$ cat src/design/aabb_pkg.sv
// aabb_pkg: shared types and constants for the slide collision response block
// no dependencies

package aabb_pkg;

   // number of correcting flags, one per entity
   localparam int ENTITY_COUNT = 256;

   // configuration register indexes
   localparam logic [2:0] CSR_OBSTACLE_X      = 3'd0;
   localparam logic [2:0] CSR_OBSTACLE_Y      = 3'd1;
   localparam logic [2:0] CSR_OBSTACLE_LEFT   = 3'd2;
   localparam logic [2:0] CSR_OBSTACLE_TOP    = 3'd3;
   localparam logic [2:0] CSR_OBSTACLE_WIDTH  = 3'd4;
   localparam logic [2:0] CSR_OBSTACLE_HEIGHT = 3'd5;
   localparam logic [2:0] CSR_PUSH_MARGIN     = 3'd6;

   // push side codes
   localparam logic [1:0] PUSH_LEFT   = 2'd0;
   localparam logic [1:0] PUSH_RIGHT  = 2'd1;
   localparam logic [1:0] PUSH_TOP    = 2'd2;
   localparam logic [1:0] PUSH_BOTTOM = 2'd3;

   // classified work item passed from front to back
   typedef struct packed {
      logic               apply;     // moving into the obstacle
      logic               do_push;   // flag was clear, push out
      logic               x_axis;    // normal on x
      logic [1:0]         side;      // push side
      logic signed [33:0] push_amt;  // overlap to add or subtract
      logic signed [31:0] tan_v;     // tangential velocity
      logic [63:0]        mag2;      // vx^2 + vy^2
      logic signed [31:0] vel_x;
      logic signed [31:0] vel_y;
      logic signed [31:0] pos_x;
      logic signed [31:0] pos_y;
   } work_type;

   function automatic logic signed [31:0] sat32(input logic signed [34:0] v);
      if (v > 35'sd2147483647) return 32'sh7fffffff;
      else if (v < -35'sd2147483648) return 32'sh80000000;
      else return v[31:0];
   endfunction

endpackage

$ cat src/design/aabb_back.sv
// aabb_back: square root of the speed, slid velocity and push-out position
// depends on aabb_pkg

module aabb_back import aabb_pkg::*; (
   input  logic               clock,
   input  logic               reset,
   input  logic               in_valid,
   output logic               in_ready,
   input  work_type           in_work,
   input  logic [30:0]        push_margin,
   output logic               out_valid,
   input  logic               out_ready,
   output logic signed [31:0] new_vel_x,
   output logic signed [31:0] new_vel_y,
   output logic signed [31:0] new_pos_x,
   output logic signed [31:0] new_pos_y,
   output logic               response_applied
);

   localparam logic [1:0] ST_IDLE = 2'd0;
   localparam logic [1:0] ST_ROOT = 2'd1;
   localparam logic [1:0] ST_DONE = 2'd2;

   logic [1:0]  st_ff, st_in;
   logic [4:0]  step_ff, step_in;
   work_type    w_ff;
   logic [63:0] rem_ff, rem_in;
   logic [31:0] root_ff, root_in;
   logic [65:0] trial;
   logic        out_valid_ff, out_valid_in;
   logic signed [31:0] nvx_ff, nvy_ff, npx_ff, npy_ff;
   logic        app_ff;
   logic signed [31:0] slid;
   logic signed [34:0] base, sum;

   assign in_ready   = st_ff == ST_IDLE;
   assign out_valid  = out_valid_ff;
   assign new_vel_x  = nvx_ff;
   assign new_vel_y  = nvy_ff;
   assign new_pos_x  = npx_ff;
   assign new_pos_y  = npy_ff;
   assign response_applied = app_ff;

   // restoring square root, one result bit per cycle
   always_comb begin
      trial   = '0;
      rem_in  = rem_ff;
      root_in = root_ff;
      step_in = step_ff;
      st_in   = st_ff;
      out_valid_in = out_valid_ff && !out_ready;
      case (st_ff)
         ST_IDLE: begin
            if (in_valid) begin
               st_in   = ST_ROOT;
               step_in = 5'd31;
               rem_in  = '0;
               root_in = '0;
            end
         end
         ST_ROOT: begin
            trial = {2'b0, rem_ff} + {2'b0, 64'(1) << (2 * step_ff)}
                    + ({34'b0, root_ff} << (step_ff + 5'd1));
            if (trial <= {2'b0, w_ff.mag2}) begin
               rem_in  = trial[63:0];
               root_in = root_ff | (32'd1 << step_ff);
            end
            if (step_ff == 5'd0) st_in = ST_DONE;
            else step_in = step_ff - 5'd1;
         end
         ST_DONE: begin
            if (!out_valid_ff || out_ready) begin
               out_valid_in = 1'b1;
               st_in = ST_IDLE;
            end
         end
         default: st_in = ST_IDLE;
      endcase
   end

   // slid velocity and pushed position
   always_comb begin
      if (w_ff.tan_v > 0) slid = sat32(35'(root_ff));
      else if (w_ff.tan_v < 0) slid = sat32(-35'(root_ff));
      else slid = '0;
      case (w_ff.side)
         PUSH_LEFT:  base = 35'(w_ff.pos_x) - 35'(w_ff.push_amt);
         PUSH_RIGHT: base = 35'(w_ff.pos_x) + 35'(w_ff.push_amt);
         PUSH_TOP:   base = 35'(w_ff.pos_y) - 35'(w_ff.push_amt);
         default:    base = 35'(w_ff.pos_y) + 35'(w_ff.push_amt);
      endcase
      sum = base + 35'(push_margin);
   end

   always_ff @(posedge clock) begin
      if (reset) begin
         st_ff <= ST_IDLE;
         out_valid_ff <= 1'b0;
      end else begin
         st_ff <= st_in;
         out_valid_ff <= out_valid_in;
      end
   end

   always_ff @(posedge clock) begin
      step_ff <= step_in;
      rem_ff  <= rem_in;
      root_ff <= root_in;
      if (st_ff == ST_IDLE && in_valid) w_ff <= in_work;
      if (st_ff == ST_DONE && (!out_valid_ff || out_ready)) begin
         app_ff <= w_ff.apply;
         nvx_ff <= w_ff.vel_x; nvy_ff <= w_ff.vel_y;
         npx_ff <= w_ff.pos_x; npy_ff <= w_ff.pos_y;
         if (w_ff.apply) begin
            nvx_ff <= w_ff.x_axis ? 32'sd0 : slid;
            nvy_ff <= w_ff.x_axis ? slid : 32'sd0;
            if (w_ff.do_push) begin
               if (w_ff.side == PUSH_LEFT || w_ff.side == PUSH_RIGHT)
                  npx_ff <= sat32(sum);
               else
                  npy_ff <= sat32(sum);
            end
         end
      end
   end

endmodule

$ cat config.mk
export PLATFORM = sky130hd
export DESIGN_NAME = aabb_back
export DESIGN_NICKNAME = d
export VERILOG_FILES = /design/src/design/aabb_pkg.sv /design/src/design/aabb_back.sv
export SDC_FILE = /design/constraint.sdc
export NUM_CORES = 1
export LEC_CHECK = 0
export BUFFER_PORTS_ARGS = -buffer_cell sky130_fd_sc_hd__buf_2
export CAP_MARGIN = 40
export CORE_MARGIN = 10
export CORE_UTILIZATION = 52
export CTS_BUF_LIST = sky130_fd_sc_hd__clkbuf_8 sky130_fd_sc_hd__clkbuf_16
export DETAILED_ROUTE_END_ITERATION = 16
export PLACE_DENSITY = 0.73
export SLEW_MARGIN = 20
export SYNTH_ARGS = -nofsm -noshare
export SYNTH_HDL_FRONTEND = slang
export SYNTH_SLANG_ARGS = --single-unit
export TNS_END_PERCENT = 10
$ cat constraint.sdc
create_clock -name clock -period 20.1 [get_ports clock]
set_input_delay 3.015 -clock clock [delete_from_list [all_inputs] [get_ports clock]]
set_output_delay 3.015 -clock clock [all_outputs]
set_load 0.02 [all_outputs]
==> results.md, run 1 <==
* Run status: completed
* Clock network latency to the later pin of the worst-skew pair at 0.63 ns
* Final-layout setup total negative slack at 0 ns
* Layer with the highest usage: met2
* DP Wirelength at 79.7 mm
* Die width at 275 um
* Endpoint required time on the critical path at 20.36 ns
* Vias in the first global route at approximately 26000
* Endpoint of the worst hold-timing path: out_valid
* F_max at between 0.09 and 0.1 GHz
* Proportion of synthesized flip-flops having asynchronous set or reset at 0
* Layout cell share with drive strength beyond 1 at 0.163
* Area of the multi-input gates at approximately 18000 um2
* Post-route DRC at 0
* Cell Area, Synth at roughly 34000 um2
* Area occupied by registers at 14900 um2
* Worst slew slack as a fraction of its limit at 0.424
* Die Footprint at 75400 um2
* Terminus of the critical flop-to-flop path: root_ff[27]
* Part of the Yosys area used for sequential elements at 0.441
* Number of cells in the finished layout apart from fillers at 4635
* Startpoint of the worst register-to-register path: step_ff[0]
* Cell leakage power at between 15 and 20 nW
* Number of gates given a new drive strength after cts at 0
* Die height at 275 um
* Shortest period the worst path allows at 10.31 ns
* Share of the cycle needed by the critical path after routing at 0.513
* Launch point of the worst hold path: out_valid
* Post-layout nets at 4338
* Clock buffer depth at 3
* Cell count of the worst hold path at 2
* Setup Skew at 0.0337 ns
* Number of buffers created by CTS at 56
* CP Data Arrival Time at around 11 ns
* Met2 usage at 0.419
* Clock-pin slew of the registers on the worst-case setup and hold paths at 0.06 ns
* Number of placed instances, taps included at 4525
* H-tree depth at 2
* Most instantiated flip-flop cell in the synthesis netlist: sky130_fd_sc_hd__edfxtp_1
* Combinational family with the most area after synthesis: compound AO/OA/AOI/OAI gates
* Max stage delay cell, worst path: sky130_fd_sc_hd__o41ai_1
* Type of the tightest min-delay check: reg2reg
* Via count at approximately 27000
* Synthesized-area fraction occupied by ao, oa, aoi and oai cells at 0.176
* Met1 layer usage reported by global route at 0.361
* Antenna-violating nets left at 0
* Routability Congestion at around 1.0
* Tot GR Track Use at 0.260
* Effective utilization at floorplan at 0.524
* Final number of max-transition violations at 0
* Number of warnings printed during yosys synthesis at 0
* Per-instance average area after synthesis at approximately 10 um2
* Number of core rows at 93
* Core Footprint at approximately 64000 um2
* Number of enable-type register cells in the synthesized netlist at just under 500
* Number of detailed-route iterations in the first pass at 6
* Area share of fa/ha/maj cells after synthesis at 0.123
* Crit path largest cell delay at 0.77 ns
* Final WL at slightly above 100 mm
* Critical path startpoint category: flop
* Critical path class: reg2reg
* Number of cells on the worst reg-to-reg path at 30
* Total power per unit cell area at 127 nW/um2
* Gr ovfl total at 0
* Post-CTS setup buffer count at 0
* Setup repair after global routing missed its margin: false
* Mux contribution to synthesized area at 0.0248
* Fillcell total at about 5400
* Final hold violations at 0
* Fin util at 0.601
* Largest net degree at the start of global routing at 115
* DRT iter0 DRCs at 3029
* Number of max-cap violations at 0
* Most common cell after layout, fill and taps aside: sky130_fd_sc_hd__edfxtp_1
* Xor/xnor share of the synthesized area at 0.0579
* Average vias per placed instance at 5.91
* Number of instances in the synthesized netlist at approximately 3400
* Transition time at the pin with the least slew margin at about 0.84 ns
* Met3 global-route usage at 0.0335
* Distinct cell type count of the synthesized netlist at 86
* Buffers added on ports at 428
* Antenna violations before repair at 9
* TritonCTS clock tree: yes
* Synthesis-to-finish area growth at 14.7%
* Num ports at 429
* Post-synth net total at 3978
* Sink count of the clock tree at 496
* Avg WL per Cell at approximately 22 um
* First-pass GRT wire length at 153 mm
* Worst ir drop on vdd at about 0.097 mV
* Simple-gate share of the synthesized area at 0.139
* Number of register bits inferred by synthesis at 496
* Commonest cells after routing, fill and taps aside: 493 x sky130_fd_sc_hd__edfxtp_1, 429 x sky130_fd_sc_hd__buf_2, 333 x sky130_fd_sc_hd__nand2_1, 273 x sky130_fd_sc_hd__ha_1, 249 x sky130_fd_sc_hd__nor2_1
* Worst-case register-to-register setup slack at 9.79 ns
* Buffer cell driving the clock tree root: sky130_fd_sc_hd__clkbuf_16
* Final setup violation count at 0
* Post-CTS Hold Buffers at 0
* Type of destination of the critical path: flop
* Maximum fanout along the worst path at 51
-- worst max-delay path by stage --
stage | slack, ns | endpoint | from | cells past startpoint
after global placement | 9.53 | rem_ff[3] | step_ff[0] | 30
after detailed placement | 9.97 | root_ff[21] | step_ff[0] | 32
final | 9.79 | root_ff[27] | step_ff[0] | 30
after CTS | 9.86 | rem_ff[2] | step_ff[0] | 30
after global routing | 9.08 | rem_ff[1] | step_ff[0] | 32
after floorplan | 4.84 | rem_ff[0] | step_ff[0] | 34
-- registers in the layout, indices dropped and copies added (netlist names) --
| register | flops |
|---|---|
| w_ff | 263 |
| new_vel_y | 32 |
| new_vel_x | 32 |
| new_pos_y | 32 |
| rem_ff | 64 |
| response_applied | 1 |
| root_ff | 32 |
| new_pos_x | 32 |
| step_ff | 5 |
| st_ff | 2 |
| out_valid | 1 |
-- where the power goes --
group | switching, mW | leakage [nW] | internal, mW
clock | 0.436 | 0.934 | 0.613
sequential | 0.141 | 4.72 | 1.33
combinational | 1.45 | 11.0 | 0.934
-- synth_stat cells, drive strengths merged (5+ instances only) --
master	n	area, um2
nand3	58	290
mux2i	43	430
nand2b	37	231
mux2	10	113
nor2	249	935
or4	14	116
a221oi	8	70.1
and3	19	119
nor3	42	221
or2	10	65.1
o211ai	18	135
nand3b	7	56.3
o21bai	25	188
a211o	5	43.8
a31o	9	78.8
nor2b	35	219
nand2	333	1250
a21oi	242	1210
o21ai	259	1300
nor4	25	171
buf	17	78.8
or3	16	105
nand4	42	263
and2	71	444
a211oi	33	260
xor2	96	841
o21a	51	383
a2111oi	12	105
nor3b	9	72.6
o22ai	61	382
a21boi	12	90.1
edfxtp	493	14800
a31oi	30	188
xnor2	127	1110
o221ai	7	61.3
o31ai	24	199
a21o	118	886
fa	36	721
clkbuf	146	549
inv	178	668
mux4	13	293
ha	273	3420
-- metal layers --
layer | routed length [um] | up-vias
met2 | 47600 | 1167
met3 | 8060 | 130
met1 | 43600 | 13000
met5 | 0 | -
li1 | - | 13100
met4 | 2650 | 0
-- through the flow --
step / hold WS (ns) / setup slack (ns) / total power, mW / cell area, um2
6_report: 0.533 / 9.79 / 4.91 / 38700
3_5_place_dp: 0.530 / 9.97 / 3.83 / 36700
3_3_place_gp: 0.518 / 9.53 / 3.80 / 36600
4_1_cts: 0.540 / 9.86 / 4.90 / 38600
5_1_grt: 0.569 / 9.08 / 5.25 / 38700
2_1_floorplan: 0.424 / 4.84 / 3.20 / 33700
-- cell families (layout without fill, tap and decap cells) --
kind of cell / after synthesis / count (layout)
AO/OA/AOI/OAI: 952 / 952
XOR/XNOR: 223 / 223
AND/OR/NAND/NOR: 982 / 982
flip-flops: 496 / 496
buffers and inverters: 343 / 741
other: 0 / 11
multiplexers: 66 / 66
adder cells (fa/ha/maj): 309 / 309
-- worst max-delay path: cells and delay by family, from the launching register on --
family | cells | cell delay [ns]
AND/OR/NAND/NOR | 4 | 0.75
multiplexers | 1 | 0.57
XOR/XNOR | 1 | 0.24
adder cells (fa/ha/maj) | 4 | 1.73
AO/OA/AOI/OAI | 15 | 3.99
buffers and inverters | 5 | 2.18
flip-flops | 1 | 0.38
-- area by class of cell --
cell class | count | share of cell area
multi-input cells | 2532 | 0.455
flip-flops and latches | 496 | 0.384
repair buffers | 465 | 0.0656
clock buffers | 56 | 0.0362
well taps | 855 | 0.0277
inverters | 180 | 0.0177
clock inverters | 40 | 0.0126
diodes | 11 | 0.000712
Power figures use the tool's default switching activity.
==> run 2, diff against run 1 <==
--- a/config.mk
+++ b/config.mk
@@ -11,7 +11,7 @@
 export CORE_UTILIZATION = 52
 export CTS_BUF_LIST = sky130_fd_sc_hd__clkbuf_8 sky130_fd_sc_hd__clkbuf_16
 export DETAILED_ROUTE_END_ITERATION = 16
-export PLACE_DENSITY = 0.73
+export PLACE_DENSITY = 0.76
 export SLEW_MARGIN = 20
 export SYNTH_ARGS = -nofsm -noshare
 export SYNTH_HDL_FRONTEND = slang
==> constraint.sdc (replaced) <==
create_clock -name clock -period 9.4 [get_ports clock]
set_input_delay 1.41 -clock clock [delete_from_list [all_inputs] [get_ports clock]]
set_output_delay 1.41 -clock clock [all_outputs]
set_load 0.02 [all_outputs]
==> run 2 against run 1 <==
Net effect: via count rose by 1.9%; setup slack got worse by 9.3 ns; clock skew rose by 0.0078 ns; final cell count rose by 0.30%; maximum frequency rose by 15%; critical path type unchanged; critical endpoint is now rem_ff[0].
==> results.md, run 2 (same netlist as run 1, synthesis figures left out) <==
* Run status: completed
* F_max at 0.112 GHz (+15%)
* Final hold violations at 0 (unchanged)
* Clock-pin slew of the registers on the worst-case setup and hold paths at 0.07 ns (about the same)
* Clock share of power at 0.207 (-0.007)
* Number of core rows at 93 (unchanged)
* Post-layout nets at 4352 (+0.32%)
* Sink count of the clock tree at 496 (unchanged)
* Cell count of the worst hold path at 2 (unchanged)
* Die Footprint at 75400 um2 (unchanged)
* Number of cells on the worst reg-to-reg path at 32 (+6.7%)
* Maximum fanout along the worst path at 41 (-20%)
* Synthesis-to-finish area growth at 15.0%
* Number of buffers created by CTS at 54 (-3.6%)
* Total routed wire length on the met1 layer at 43.9 mm (+0.63%)
* Detailed route wirelength on metal2 at 47.6 mm (about the same)
* Switching part of the total at 0.419 (+0.00584)
* Endpoint required time on the critical path at 9.68 ns (-10.68 ns)
* Antenna violations before repair at 12 (+3)
* Avg WL per Cell at 22.5 um (+2.3%)
* Number of max-cap violations at 0 (unchanged)
* Endpoint of the worst hold-timing path: out_valid
* Final-layout setup total negative slack at 0 ns (unchanged)
* Vias in the first global route at 26600 (+1.9%)
* CP Data Arrival Time at 9.23 ns (-1.34 ns)
* Worst-case register-to-register setup slack at 0.45 ns (-9.33 ns)
* Crit path largest cell delay at 0.54 ns (-0.23 ns)
* Die height at 275 um (unchanged)
* Worst Hold Margin at 0.541 ns (+0.00744 ns)
* Fillcell total at 5367 (-0.72%)
* Worst ir drop on vdd at 0.222 mV (+130%)
* Num ports at 429 (unchanged)
* Relative contribution of combinational cells to total power at 0.494 (+0.008)
* Buffer cell driving the clock tree root: sky130_fd_sc_hd__clkbuf_16
* Type of the tightest min-delay check: reg2reg
* Startpoint of the worst register-to-register path: step_ff[1]
* Layout cell share with drive strength beyond 1 at 0.167 (+0.00393)
* Worst slew slack as a fraction of its limit at 0.315 (-0.109)
* First-pass GRT wire length at 156 mm (+2.0%)
* Top layer used by detailed routing: met4
* Effective utilization at floorplan at 0.524 (unchanged)
* Number of detailed-route iterations in the first pass at 6 (unchanged)
* Critical path class: reg2reg
* Shortest period the worst path allows at 8.95 ns (-1.37 ns)
* Type of destination of the critical path: flop
* Biggest registers after layout: w_ff (263), rem_ff (64)
* Register ranked first by flip-flop count: w_ff
* Gr ovfl total at 0 (unchanged)
* Core Footprint at 64300 um2 (unchanged)
* TritonCTS clock tree: yes
* Launch point of the worst hold path: out_valid
* Detailed route wirelength on metal3 at 9.59 mm (+19%)
* Commonest cells after routing, fill and taps aside: 493 x sky130_fd_sc_hd__edfxtp_1, 429 x sky130_fd_sc_hd__buf_2, 333 x sky130_fd_sc_hd__nand2_1, 273 x sky130_fd_sc_hd__ha_1, 249 x sky130_fd_sc_hd__nor2_1
* Portion of total power attributed to sequential cells at 0.299 (about the same)
* Clock buffer depth at 3 (unchanged)
* DRT iter0 DRCs at 3001 (-0.92%)
* Average vias per placed instance at 6.01 (+1.6%)
* Post-route DRC at 0 (unchanged)
* NetSw at 4.40 mW (+120%)
* Final setup violation count at 0 (unchanged)
* Antenna-violating nets left at 0 (unchanged)
* Terminus of the critical flop-to-flop path: rem_ff[0]
* Transition time at the pin with the least slew margin at 0.999 ns (+0.157 ns)
* Setup Skew at 0.0415 ns (+0.00776 ns)
* Post-CTS Hold Buffers at 0 (unchanged)
* Max reg flops at 263 (unchanged)
* DP Wirelength at 81.0 mm (+1.6%)
* Max stage delay cell, worst path: sky130_fd_sc_hd__fa_1
* Tot GR Track Use at 0.265 (+0.00573)
* Critical path startpoint category: flop
* Setup repair after global routing missed its margin: false
* Cell leakage power at 16.7 nW (+0.35%)
* Final number of max-transition violations at 0 (unchanged)
* Routability Congestion at 0.976 (-3.0%)
* Final WL at 105 mm (+2.6%)
* Buffers added on ports at 428 (unchanged)
* Die width at 275 um (unchanged)
* Via count at 27900 (+1.9%)
* Share of the cycle needed by the critical path after routing at 0.952 (+0.439)
* Internal power contribution at 6.10 mW (+110%)
* Largest net degree at the start of global routing at 119 (+3.5%)
* Clock network latency to the later pin of the worst-skew pair at 0.65 ns (+0.02 ns)
* Most common cell after layout, fill and taps aside: sky130_fd_sc_hd__edfxtp_1
* H-tree depth at 2 (unchanged)
* Total power per unit cell area at 271 nW/um2 (+110%)
## run 2: changes by cell type in the layout (fill, tap and decap cells not counted), sizes merged
cell,previous run,this run
mux2,10,11
clkbuf,56,55
buf,465,479
inv,184,187
clkinv,25,27
diode,11,6
bufinv,8,6
clkinvlp,3,5
## run 2: metal layers
layer	track usage	vias up
li1	-	13100
met1	0.367	13300
met2	0.418	1292
met3	0.0471	198
met4	0.0862	0
met5	0	-
## run 2: power by group through the flow
stage / combinational, mW / clock (mW) / sequential (mW)
3_5_place_dp: 5.01 / 0 / 3.18
6_report: 5.19 / 2.17 / 3.14
4_1_cts: 5.06 / 2.21 / 3.14
5_1_grt: 5.73 / 2.30 / 3.18
3_3_place_gp: 4.96 / 0 / 3.18
2_1_floorplan: 3.76 / 0 / 3.03
## run 2: worst max path at each step
stage,from,endpoint,slack [ns],depth (start not counted)
2_1_floorplan,step_ff[0],rem_ff[0],0.13,35
4_1_cts,w_ff[224],new_pos_y[26],0.30,28
6_report,step_ff[1],rem_ff[0],0.45,32
5_1_grt,step_ff[1],rem_ff[8],0.04,34
3_3_place_gp,w_ff[224],new_pos_x[26],0.02,28
3_5_place_dp,w_ff[224],new_pos_x[26],0.04,28
## run 2: timing repair
item | CTS | global route
endpoints found under the setup margin | 2 | 158
pin swaps | 0 | 0
buffers inserted | 0 | 2
resized for setup | 1 | 10
gates cloned | 0 | 1
hold endpoints to repair | 0 | 0
## run 2: area by class of cell
class / count / area (um2) / share of cell area
multi-input combinational: 2533 / 17700 / 0.455
tap: 855 / 1070 / 0.0276
timing repair buffer: 480 / 2680 / 0.0691
inverter: 180 / 683 / 0.0176
clock inverter: 45 / 463 / 0.0119
antenna: 6 / 15.0 / 0.000387
sequential: 496 / 14900 / 0.383
clock buffer: 54 / 1350 / 0.0348
## run 2: through the flow
stage | power [mW] | utilization | cell area, um2 | setup WS [ns] | std cells
after global routing | 11.2 | 0.603 | 38800 | 0.0371 | 4648
after detailed placement | 8.19 | 0.571 | 36800 | 0.0364 | 4536
after floorplan | 6.79 | - | 33700 | 0.132 | 3371
after CTS | 10.4 | 0.600 | 38600 | 0.302 | 4635
after global placement | 8.14 | 0.570 | 36700 | 0.0231 | 4531
final | 10.5 | 0.603 | 38800 | 0.453 | 4649
## run 2: critical path, delay by kind of cell, from the launching register on
| kind | cells | cell delay [ns] |
|---|---|---|
| buf+inv | 4 | 1.02 |
| flops | 1 | 0.43 |
| compound gates | 18 | 4.00 |
| fa+ha+maj | 4 | 1.73 |
| xor+xnor | 1 | 0.21 |
| simple gates | 2 | 0.15 |
| mux | 3 | 0.99 |
