## src/design/aabb_pkg.sv

```systemverilog
// aabb_pkg: shared types and constants for the slide collision response block
// no dependencies

package aabb_pkg;

   // number of correcting flags, one per entity
   localparam int ENTITY_COUNT = 256;

   // configuration register indexes
   localparam logic [2:0] CSR_OBSTACLE_X      = 3'd0;
   localparam logic [2:0] CSR_OBSTACLE_Y      = 3'd1;
   localparam logic [2:0] CSR_OBSTACLE_LEFT   = 3'd2;
   localparam logic [2:0] CSR_OBSTACLE_TOP    = 3'd3;
   localparam logic [2:0] CSR_OBSTACLE_WIDTH  = 3'd4;
   localparam logic [2:0] CSR_OBSTACLE_HEIGHT = 3'd5;
   localparam logic [2:0] CSR_PUSH_MARGIN     = 3'd6;

   // push side codes
   localparam logic [1:0] PUSH_LEFT   = 2'd0;
   localparam logic [1:0] PUSH_RIGHT  = 2'd1;
   localparam logic [1:0] PUSH_TOP    = 2'd2;
   localparam logic [1:0] PUSH_BOTTOM = 2'd3;

   // classified work item passed from front to back
   typedef struct packed {
      logic               apply;     // moving into the obstacle
      logic               do_push;   // flag was clear, push out
      logic               x_axis;    // normal on x
      logic [1:0]         side;      // push side
      logic signed [33:0] push_amt;  // overlap to add or subtract
      logic signed [31:0] tan_v;     // tangential velocity
      logic [63:0]        mag2;      // vx^2 + vy^2
      logic signed [31:0] vel_x;
      logic signed [31:0] vel_y;
      logic signed [31:0] pos_x;
      logic signed [31:0] pos_y;
   } work_type;

   function automatic logic signed [31:0] sat32(input logic signed [34:0] v);
      if (v > 35'sd2147483647) return 32'sh7fffffff;
      else if (v < -35'sd2147483648) return 32'sh80000000;
      else return v[31:0];
   endfunction

endpackage

```

## src/design/aabb_queue.sv

```systemverilog
// aabb_queue: small fifo between front and back
// depends on aabb_pkg

module aabb_queue import aabb_pkg::*; (
   input  logic     clock,
   input  logic     reset,
   input  logic     in_valid,
   output logic     in_ready,
   input  work_type in_work,
   output logic     out_valid,
   input  logic     out_ready,
   output work_type out_work
);

   logic [1:0] wp_ff, wp_in, rp_ff, rp_in;
   logic [2:0] cnt_ff, cnt_in;
   work_type   mem_ff [4];
   logic       push, pop;

   assign in_ready  = cnt_ff != 3'd4;
   assign out_valid = cnt_ff != 3'd0;
   assign out_work  = mem_ff[rp_ff];
   assign push = in_valid && in_ready;
   assign pop  = out_valid && out_ready;

   // pointer update
   always_comb begin
      wp_in  = push ? wp_ff + 2'd1 : wp_ff;
      rp_in  = pop ? rp_ff + 2'd1 : rp_ff;
      cnt_in = cnt_ff + {2'b0, push} - {2'b0, pop};
   end

   always_ff @(posedge clock) begin
      if (reset) begin
         wp_ff <= '0; rp_ff <= '0; cnt_ff <= '0;
      end else begin
         wp_ff <= wp_in; rp_ff <= rp_in; cnt_ff <= cnt_in;
      end
   end

   always_ff @(posedge clock) begin
      if (push) mem_ff[wp_ff] <= in_work;
   end

endmodule

```

## config.mk

```make
export PLATFORM = sky130hd
export DESIGN_NAME = aabb_queue
export DESIGN_NICKNAME = d
export VERILOG_FILES = /design/src/design/aabb_pkg.sv /design/src/design/aabb_queue.sv
export SDC_FILE = /design/constraint.sdc
export NUM_CORES = 1
export LEC_CHECK = 0
export ABC_CLOCK_PERIOD_IN_PS = 16800
export BUFFER_PORTS_ARGS = -buffer_cell sky130_fd_sc_hd__buf_2
export CAP_MARGIN = 20
export CORE_MARGIN = 4
export CORE_UTILIZATION = 50
export CTS_CLUSTER_DIAMETER = 200
export CTS_CLUSTER_SIZE = 8
export DETAILED_ROUTE_END_ITERATION = 10
export PLACE_DENSITY = 0.78
export SLEW_MARGIN = 20
export SYNTH_ARGS = -nofsm -noshare
export SYNTH_HDL_FRONTEND = slang
export SYNTH_SLANG_ARGS = --single-unit
```

## constraint.sdc

```tcl
create_clock -name clock -period 16.8 [get_ports clock]
set_clock_uncertainty 0.05 [all_clocks]
set_input_delay 3.36 -clock clock [delete_from_list [all_inputs] [get_ports clock]]
set_output_delay 3.36 -clock clock [all_outputs]
set_load 0.005 [all_outputs]
```

==> results of run 1 <==
-- path summary, 6_finish.rpt --
path	startpoint	endpoint	slack, ns	depth (start not counted)
worst max-delay path	register	out_work[141]	9.38	4
worst min register to register	wp_ff[1]	wp_ff[1]	0.49	2
worst max register to register	cnt_ff[1]	mem_ff[3][146]	12.86	5
worst min-delay path	wp_ff[1]	wp_ff[1]	0.49	2
-- state kept, by name, indices dropped and copies added, names as in the netlist, named ones only --
| name | cells |
|---|---|
| mem_ff | 1052 |
| cnt_ff | 3 |
| rp_ff | 2 |
| wp_ff | 2 |
-- power by group through the flow --
stage	Clock [W]	Combinational, W	Sequential (W)
3_3_place_gp	0	0.00144	0.00338
5_1_grt	0.00285	0.00155	0.00338
3_5_place_dp	0	0.00145	0.00340
4_1_cts	0.00272	0.00147	0.00336
2_1_floorplan	0	0.000893	0.00343
6_report	0.00266	0.00145	0.00336
-- layout make-up --
cell class / instances / area share
inverters: 5 / 0.000405
clock inverters: 13 / 0.00664
repair buffers: 550 / 0.0625
flip-flops and latches: 1061 / 0.685
multi-input cells: 297 / 0.134
well taps: 1030 / 0.0278
diodes: 13 / 0.000702
clock buffers: 162 / 0.0829
-- metrics by stage --
step | power [W] | setup WS (ns) | hold slack, ns
2_1_floorplan | 0.00432 | 6.36 | 0.432
3_3_place_gp | 0.00483 | 9.66 | 0.441
3_5_place_dp | 0.00486 | 9.67 | 0.481
4_1_cts | 0.00755 | 8.90 | 0.497
5_1_grt | 0.00778 | 8.91 | 0.511
6_report | 0.00747 | 9.38 | 0.495
-- cells in the final DEF, fill, tap and decap left out, drive strengths merged, types with 5 or more instances in the layout --
cell type / count
clkbuf: 162
dfxtp: 9
ha: 6
inv: 8
and2: 5
nor2: 8
mux4: 263
diode: 13
edfxtp: 1052
clkinv: 10
buf: 550
-- critical path, delay by kind of cell (launching register included) --
kind / cells / cell delay (ns)
buffers and inverters: 3 / 1.65
DFF: 1 / 0.91
muxes: 1 / 0.62
-- layer usage --
| metal | up-vias | share of wire | GRT usage |
|---|---|---|---|
| li1 | 7432 | - | - |
| met1 | 9282 | 0.36 | 0.252 |
| met2 | 864 | 0.52 | 0.335 |
| met3 | 148 | 0.097 | 0.0682 |
| met4 | 12 | 0.023 | 0.0662 |
| met5 | - | 0.0011 | 0 |
-- cell families (layout without fill, tap and decap cells) --
family,count (synthesis),in the layout,share of synthesized area
buffers and inverters,64,730,0.00885
other,0,13,0
XOR/XNOR,3,3,0.000686
AO/OA/AOI/OAI,3,3,0.000654
AND/OR/NAND/NOR,19,19,0.00248
flip-flops,1061,1061,0.830
adder cells (fa/ha/maj),7,7,0.00248
multiplexers,265,265,0.155
==> summary.md, run 1 <==
| Metric | Value |
|---|---|
| Status | complete, no violations |
| WS Path Type | register to output pin |
| Most instantiated cells after synthesis | edfxtp_1 (1052), mux4_2 (263), buf_2 (31) |
| Unrepaired setup endpoints after global routing | false |
| Final hold violation count | 0 |
| Gate power share | 0.194 |
| Worst path required time | 13.39 ns |
| Fin util | 0.610 |
| DRC viols | 0 |
| RD Place Congestion | 0.788 |
| Post-synth EDFFs | 1052 |
| Async set-reset flop share out of synthesis | 0 |
| Max-slew headroom | 0.204 |
| IR drop worst, VDD | 0.123 mV |
| Antenna Nets Post-Route | 0 |
| Net Switching | 0.00189 W |
| DP Area | 42100 sq um |
| Die Y | 285 microns |
| Max FO, Critical Path | 44 |
| Critical Path, Cell by Cell | buf_4 > buf_4 > mux4_2 > buf_2 |
| Placed insts | 2941 |
| Clk network pwr share | 0.356 |
| Root Buffer | clkbuf_16 |
| Die W | 285 microns |
| Nets | 2339 |
| Actual slew at the worst max-slew pin | 1.19 ns |
| Slowest stage delay, CP | 0.91 ns |
| Max Fclk | 0.135 GHz |
| Synth-to-layout area growth | 21.1% |
| Core area | 75900 sq um |
| Area of the mapped netlist | 38300 sq um |
| Postcts setup bufs | 0 |
| Leak | 15.5 nW |
| Share of the synthesized area in the top cell type | 0.825 |
| Final instance area | 46400 sq um |
| Clock buffer depth | 3 |
| Number of global-route vias before repair | 19300 |
| CTS tree | done |
| Layout cells sized above 1 | 0.472 |
| Setup crit end kind | output pin |
| Internal | 0.00557 W |
| Ys Warns | 0 |
| Min Tclk post-route | 7.42 ns |
| Setup violators final | 0 |
| Multi-input gate area | 6200 sq um |
| Most common cell in the netlist | edfxtp_1 |
| Syn avg cell area | 26.9 sq um |
| Die area | 81100 sq um |
| Sw Ratio | 0.254 |
| Sequential-to-total area share from yosys stat | 0.830 |
| Slew Limit Fails | 0 |
| Non-Filler Instances | 3131 |
| Synthesized instance count | 1422 |
| Initial Util | 0.504 |
| Max_cap viols | 0 |
| Hold Buf Count CTS | 0 |
| Register area | 31800 sq um |
| Via/cell ratio | 5.67 |
| Worst-Skew Late Latency | 0.69 ns |
| Fillers | 5019 |
| DRT iter0 DRCs | 1478 |
| Pin count of the biggest net entering global routing | 165 |
| Synth unique cells | 24 |
| Setup TNS | 0 ns |
| Num CTS Buffers | 150 |
| Clock Sinks | 1061 |
| Syn Nets | 1696 |
| Avg WL per Cell | 26.0 microns |
| H-tree depth | 4 |
| Std cell rows | 101 |
| Period utilization | 0.442 |
| Grt ovf | 0 |
| Global-route wire length before repair | 123000 microns |
| Post-synth top flop | edfxtp_1 |
| Critical Path Start Type | register |
| Aggregate global-route resource usage | 0.202 |
| Post-synth top area cell | edfxtp_1 |
| TritonRoute pass-1 iters | 5 |
| Post-DP HPWL | 46700 microns |
| Synth Register Bits | 1061 |
| Buffers on Ports | 531 |
| Most used cell, CP | buf_4 |
| CTS resizes | 0 |
| Num ports | 532 |
| Slowest stage cell, crit path | dfxtp_4 |
| Clock slew at reported path FFs | 0.05 ns |
| Drt total wl | 81400 microns |
| Routed vias | 17700 |
| Reg power frac | 0.450 |
| WP data arrival | 4.01 ns |
| Initial antenna violation count | 18 |
| Pwr dens | 161 nW/um^2 |
| Min-delay worst type | register to register |
| Synth area leaders | edfxtp_1 (82%), mux4_2 (15%), dfxtp_1 (0.47%), buf_2 (0.41%), buf_6 (0.24%) |
Note: power is estimated with default switching activity, not from simulation.
==> run 2, diff against run 1 <==
- ABC_CLOCK_PERIOD_IN_PS: 16800 -> 7100
- clock period: 16.8 -> 7.1 ns (I/O delays scaled with it)
==> run 2 against run 1 <==
Effect of this change: hold slack worse by 0.016 ns; core utilization hardly changed; clock power is 130% higher; sequential power is 140% higher; cell area hardly changed; total power is 140% higher; critical path depth is 1 lower; setup slack worse by 6.6 ns; flip-flop and latch count stayed put; register-to-register slack worse by 8.9 ns.
==> summary.md, run 2 (synthesis gave the netlist of run 1 again) <==
| Metric | Value |
|---|---|
| Die Y | 285 microns (unchanged) |
| Pwr dens | 380 nW/um^2 (+140%) |
| Max reg flops | 1052 (unchanged) |
| Clock buffer depth | 3 (unchanged) |
| Routed met1 length | 28600 microns (-1.6%) |
| Critical Path, Cell by Cell | buf_12 > mux4_2 > buf_2 |
| Slew Limit Fails | 0 (unchanged) |
| Routed vias | 17700 (-0.42%) |
| Nets | 2338 (-0.043%) |
| Non-Filler Instances | 3139 (+0.26%) |
| Worst-Skew Late Latency | 0.68 ns (about the same) |
| Avg WL per Cell | 25.8 microns (-0.85%) |
| Instance count on the critical path | 3 (-1) |
| Met3 Wirelength | 7950 microns (+1.0%) |
| Critical path's top delay family | flip-flops |
| Die area | 81100 sq um (unchanged) |
| Sw Ratio | 0.252 (-0.00157) |
| Hold WS | 0.478 ns (-0.0162 ns) |
| Post-DP HPWL | 46700 microns (-0.19%) |
| Layout cells sized above 1 | 0.471 (-0.000732) |
| Fillers | 5033 (+0.28%) |
| Synth-to-layout area growth | 21.1% (about the same) |
| Std cell rows | 101 (unchanged) |
| DRC viols | 0 (unchanged) |
| Aggregate global-route resource usage | 0.200 (-0.00167) |
| Min Tclk post-route | 4.28 ns |
| Postcts setup bufs | 0 (unchanged) |
| WP data arrival | 2.81 ns (-1.20 ns) |
| Max Fclk | 0.234 GHz |
| Hold path startpoint | rp_ff[1] |
| Core area | 75900 sq um (unchanged) |
| Slowest stage delay, CP | 0.68 ns (-0.23 ns) |
| Hold Buf Count CTS | 0 (unchanged) |
| Net Switching | 0.00444 W (+130%) |
| R2R Path Start | cnt_ff[1] |
| Drt total wl | 80900 microns (-0.60%) |
| Clock Sinks | 1061 (unchanged) |
| Initial Util | 0.504 (unchanged) |
| Critical Path Start Type | register |
| Critical R2R Capture | mem_ff[1][198] |
| Grt ovf | 0 (unchanged) |
| Num CTS Buffers | 150 (unchanged) |
| Unrepaired setup endpoints after global routing | false |
| Actual slew at the worst max-slew pin | 0.996 ns (-0.198 ns) |
| Clk network pwr share | 0.353 (-0.003) |
| CTS tree | done |
| Worst R2R Path Depth | 4 (-1) |
| Fin util | 0.611 (about the same) |
| DP Area | 42200 sq um (+0.24%) |
| Max-slew headroom | 0.336 (+0.132) |
| WS Path Type | register to output pin |
| Worst path required time | 5.63 ns (-7.76 ns) |
| Number of global-route vias before repair | 19000 (-1.7%) |
| Setup TNS | 0 ns (unchanged) |
| Global-route wire length before repair | 121000 microns (-1.0%) |
| Placed insts | 2941 (unchanged) |
| TritonRoute pass-1 iters | 7 (+2) |
| RD Place Congestion | 0.765 (-3.0%) |
| Gate power share | 0.199 (+0.005) |
| Setup crit end kind | output pin |
| IR drop worst, VDD | 0.302 mV (+140%) |
| Max FO, Critical Path | 75 (+70%) |
| DR top layer | met5 |
| Final hold violation count | 0 (unchanged) |
| DRT iter0 DRCs | 1273 (-14%) |
| Commonest non-fill, non-tap cell in the layout | edfxtp_1 |
| Buffers on Ports | 531 (unchanged) |
| Setup violators final | 0 (unchanged) |
| Top reg by flops | mem_ff |
| Top flop regs | mem_ff (1052), cnt_ff (3) |
| Initial antenna violation count | 34 (+16) |
| Status | complete, no violations |
| CTS resizes | 0 (unchanged) |
| Pin count of the biggest net entering global routing | 138 (-16%) |
| Die W | 285 microns (unchanged) |
| Commonest cells after routing, fill and taps aside | edfxtp_1 (1052), buf_2 (531), mux4_2 (263) |
| H-tree depth | 4 (unchanged) |
| Slowest stage cell, crit path | dfxtp_4 |
| Leak | 15.4 nW (-0.13%) |
| Via/cell ratio | 5.63 (-0.68%) |
| Period utilization | 0.603 |
| Num ports | 532 (unchanged) |
| Min-delay worst type | register to register |
| Reg-to-reg slack, setup | 3.95 ns (-8.91 ns) |
| Internal | 0.0132 W (+140%) |
| Root Buffer | clkbuf_16 |
| Met2 wire len | 42000 microns (-1.4%) |
| Reg power frac | 0.448 (-0.002) |
| Hold path cells | 2 (unchanged) |
| Register area | 31800 sq um (unchanged) |
| Antenna Nets Post-Route | 0 (unchanged) |
| Final instance area | 46400 sq um (about the same) |
| Multi-input gate area | 6200 sq um (unchanged) |
| Max_cap viols | 0 (unchanged) |
| Crit path buf inv count | 2 (-1) |
| Clock slew at reported path FFs | 0.05 ns (about the same) |
## run 2: cell types whose count changed in the layout (fill, tap and decap cells not counted)
cell / before / now
buf_12: 4 / 13
buf_16: 2 / 0
buf_4: 11 / 5
buf_6: 2 / 0
clkbuf_1: 10 / 11
clkinv_16: 7 / 4
clkinv_8: 2 / 3
diode_2: 13 / 22
inv_16: 3 / 2
inv_6: 0 / 2
## run 2: cell type report
cell class / instances / share of cell area
flip-flops and latches: 1061 / 0.685
multi-input cells: 297 / 0.134
clock buffers: 163 / 0.0829
repair buffers: 549 / 0.0637
well taps: 1030 / 0.0278
clock inverters: 12 / 0.00499
diodes: 22 / 0.00119
inverters: 5 / 0.000405
## run 2: power by group through the flow
stage / combinational (W) / sequential, W / clock (W)
6_report: 0.00351 / 0.00790 / 0.00622
4_1_cts: 0.00354 / 0.00794 / 0.00635
2_1_floorplan: 0.00211 / 0.00799 / 0
3_5_place_dp: 0.00350 / 0.00803 / 0
3_3_place_gp: 0.00346 / 0.00798 / 0
5_1_grt: 0.00376 / 0.00794 / 0.00666
## run 2: worst max path at each step
stage	start	endpoint
floorplan	in_valid	mem_ff[0][0]
global placement	register	out_work[149]
detailed placement	in_valid	mem_ff[1][193]
CTS	register	out_work[219]
global route	register	out_work[47]
finish	register	out_work[149]
## run 2: per-stage QoR
| stage | setup WS [ns] | total power, W |
|---|---|---|
| floorplan | 1.53 | 0.0101 |
| global placement | 3.07 | 0.0114 |
| detailed placement | 3.00 | 0.0115 |
| CTS | 2.30 | 0.0178 |
| global route | 2.56 | 0.0184 |
| finish | 2.82 | 0.0176 |
## run 2: routing by layer
layer,up-vias,GRT usage
met5,-,0
li1,7450,-
met3,168,0.0771
met4,26,0.0727
met1,9265,0.244
met2,754,0.329
## run 2: worst min-delay path, cell delays in order, from the launching register on
cell     delay, ns
dfxtp_1       0.32
xor2_1        0.07
nor2_1        0.10
==> run 3, diff against run 2 <==
- ABC_CLOCK_PERIOD_IN_PS: 7100 -> 3600
- PLACE_DENSITY: 0.78 -> 0.81
- clock period: 7.1 -> 3.6 ns (I/O delays scaled with it)
==> run 3 against run 2 <==
Effect of this change: non-clock buffer count rose by 65; clock power rose by 100%; critical path depth did not move; core utilization rose by 1.0 points; cell count rose by 2.0%; die area did not move; sequential power rose by 97%; largest cell class unchanged; routed wire length rose by 9.6%; largest power group unchanged; setup slack got worse by 2.5 ns; combinational power rose by 110%; sequential share of layout area fell by 1.1 points.
==> summary.md, run 3 (synthesis gave the netlist of run 1 again) <==
| Metric | Value |
|---|---|
| WS Path Type | register to output pin |
| Num ports | 532 (unchanged) |
| Max Fclk | 0.301 GHz |
| Max FO, Critical Path | 66 (-12%) |
| Aggregate global-route resource usage | 0.221 (+0.0209) |
| Fillers | 4850 (-3.6%) |
| Max_cap viols | 0 (unchanged) |
| TritonRoute pass-1 iters | 5 (-2) |
| Via/cell ratio | 5.73 (+1.9%) |
| Core area | 75900 sq um (unchanged) |
| Pin count of the biggest net entering global routing | 83 (-40%) |
| Num CTS Buffers | 150 (unchanged) |
| Slew Limit Fails | 0 (unchanged) |
| Die area | 81100 sq um (unchanged) |
| Hold Buf Count CTS | 0 (unchanged) |
| Slowest stage delay, CP | 0.60 ns (-0.08 ns) |
| Initial Util | 0.504 (unchanged) |
| Commonest non-fill, non-tap cell in the layout | edfxtp_1 |
| Actual slew at the worst max-slew pin | 0.764 ns (-0.232 ns) |
| Unrepaired setup endpoints after global routing | false |
| WP data arrival | 2.56 ns (-0.25 ns) |
| Clock buffer depth | 3 (unchanged) |
| Avg WL per Cell | 27.7 microns (+7.4%) |
| Pwr dens | 754 nW/um^2 (+98%) |
| Std cell rows | 101 (unchanged) |
| CTS resizes | 0 (unchanged) |
| Worst path required time | 2.83 ns (-2.80 ns) |
| Critical Path, Cell by Cell | buf_12 > mux4_2 > buf_2 |
| Routed vias | 18400 (+3.9%) |
| Place WS | 0.922 ns (-2.08 ns) |
| Initial antenna violation count | 19 (-44%) |
| Setup crit end kind | output pin |
| Clock slew at reported path FFs | 0.05 ns (about the same) |
| DRC viols | 0 (unchanged) |
| Hold WS | 0.173 ns (-0.305 ns) |
| CTS tree | done |
| Root Buffer | clkbuf_16 |
| RD Place Congestion | 0.782 (+2.3%) |
| Max-slew headroom | 0.491 (+0.155) |
| Leak | 15.9 nW (+2.8%) |
| Clock Sinks | 1061 (unchanged) |
| Critical Path Start Type | register |
| Commonest cells after routing, fill and taps aside | edfxtp_1 (1052), buf_2 (531), mux4_2 (263) |
| Antenna Nets Post-Route | 0 (unchanged) |
| Final setup margin | 0.273 ns (-2.55 ns) |
| Top flop regs | mem_ff (1052), cnt_ff (3) |
| Synth-to-layout area growth | 23.1% |
| DRT iter0 DRCs | 1617 (+27%) |
| Die Y | 285 microns (unchanged) |
| Drt total wl | 88600 microns (+9.6%) |
| Max reg flops | 1052 (unchanged) |
| Min Tclk post-route | 3.33 ns |
| Slowest stage cell, crit path | mux4_2 |
| Layout cells sized above 1 | 0.487 (+0.0162) |
| Global-route wire length before repair | 133000 microns (+9.7%) |
| Setup violators final | 0 (unchanged) |
| Crit path buf inv count | 2 (unchanged) |
| Top reg by flops | mem_ff |
| Buffers on Ports | 531 (unchanged) |
| Status | complete, no violations |
| IR drop worst, VDD | 0.517 mV (+71%) |
| Grt ovf | 0 (unchanged) |
| Post-DP HPWL | 53700 microns (+15%) |
| H-tree depth | 4 (unchanged) |
| Nets | 2403 (+2.8%) |
| Die W | 285 microns (unchanged) |
| Number of global-route vias before repair | 20200 (+6.5%) |
| Fin util | 0.621 (+0.0103) |
| Postcts setup bufs | 0 (unchanged) |
| Worst-Skew Late Latency | 0.69 ns (about the same) |
| Final hold violation count | 0 (unchanged) |
| Period utilization | 0.924 |
| Min-delay worst type | input port to register |
| Critical path's top delay family | multiplexers |
## run 3: cell types whose count changed in the layout (fill, tap and decap cells not counted), sizes merged
cell and change:
buf +65, diode -4, clkinv +1, inv +1, clkbuf +1
## run 3: worst register-to-register path: stages (launching register included)
cell,delay (ns)
dfxtp_1,0.46
nor2_1,0.12
a21boi_1,0.17
buf_4,0.17
inv_1,0.05
ha_1,0.28
inv_1,0.06
ha_1,0.13
inv_1,0.05
fa_1,0.40
xor2_1,0.16
and2_1,0.16
nor3_1,0.12
## run 3: where the power goes
part | internal, W | switching, W
Combinational | 0.00362 | 0.00379
Sequential | 0.0152 | 0.000436
Clock | 0.00754 | 0.00498
## run 3: cell type report
class | instances | area [sq um] | share of cell area
diodes | 18 | 45.0 | 0.000955
repair buffers | 614 | 3680 | 0.0781
well taps | 1030 | 1290 | 0.0273
clock buffers | 164 | 3850 | 0.0816
multi-input cells | 297 | 6200 | 0.131
flip-flops and latches | 1061 | 31800 | 0.674
clock inverters | 14 | 293 | 0.00621
inverters | 5 | 18.8 | 0.000398
## run 3: per-layer routing
layer	vias to the layer above	global-route usage	part of all wire
li1	7595	-	-
met1	9636	0.264	0.34
met2	925	0.381	0.53
met3	196	0.0693	0.089
met4	6	0.0774	0.032
met5	-	0	0.00041
## run 3: worst paths after layout
check / from / to / slack (ns) / cells past startpoint
worst max-delay path: register / out_work[109] / 0.27 / 3
worst min-delay path: in_work[4] / mem_ff[2][4] / 0.17 / 1
worst max register to register: cnt_ff[1] / cnt_ff[2] / 1.12 / 12
worst min register to register: wp_ff[1] / wp_ff[1] / 0.49 / 2
## run 3: stage by stage
step / power [W] / cell area (sq um) / setup TNS, ns / instances
floorplan: 0.0199 / 38300 / -1334.36 / 1422
finish: 0.0355 / 47100 / 0 / 3203
global route: 0.0370 / 47100 / 0 / 3194
detailed placement: 0.0232 / 43000 / 0 / 3007
global placement: 0.0230 / 43000 / 0 / 3007
CTS: 0.0359 / 47100 / 0 / 3185
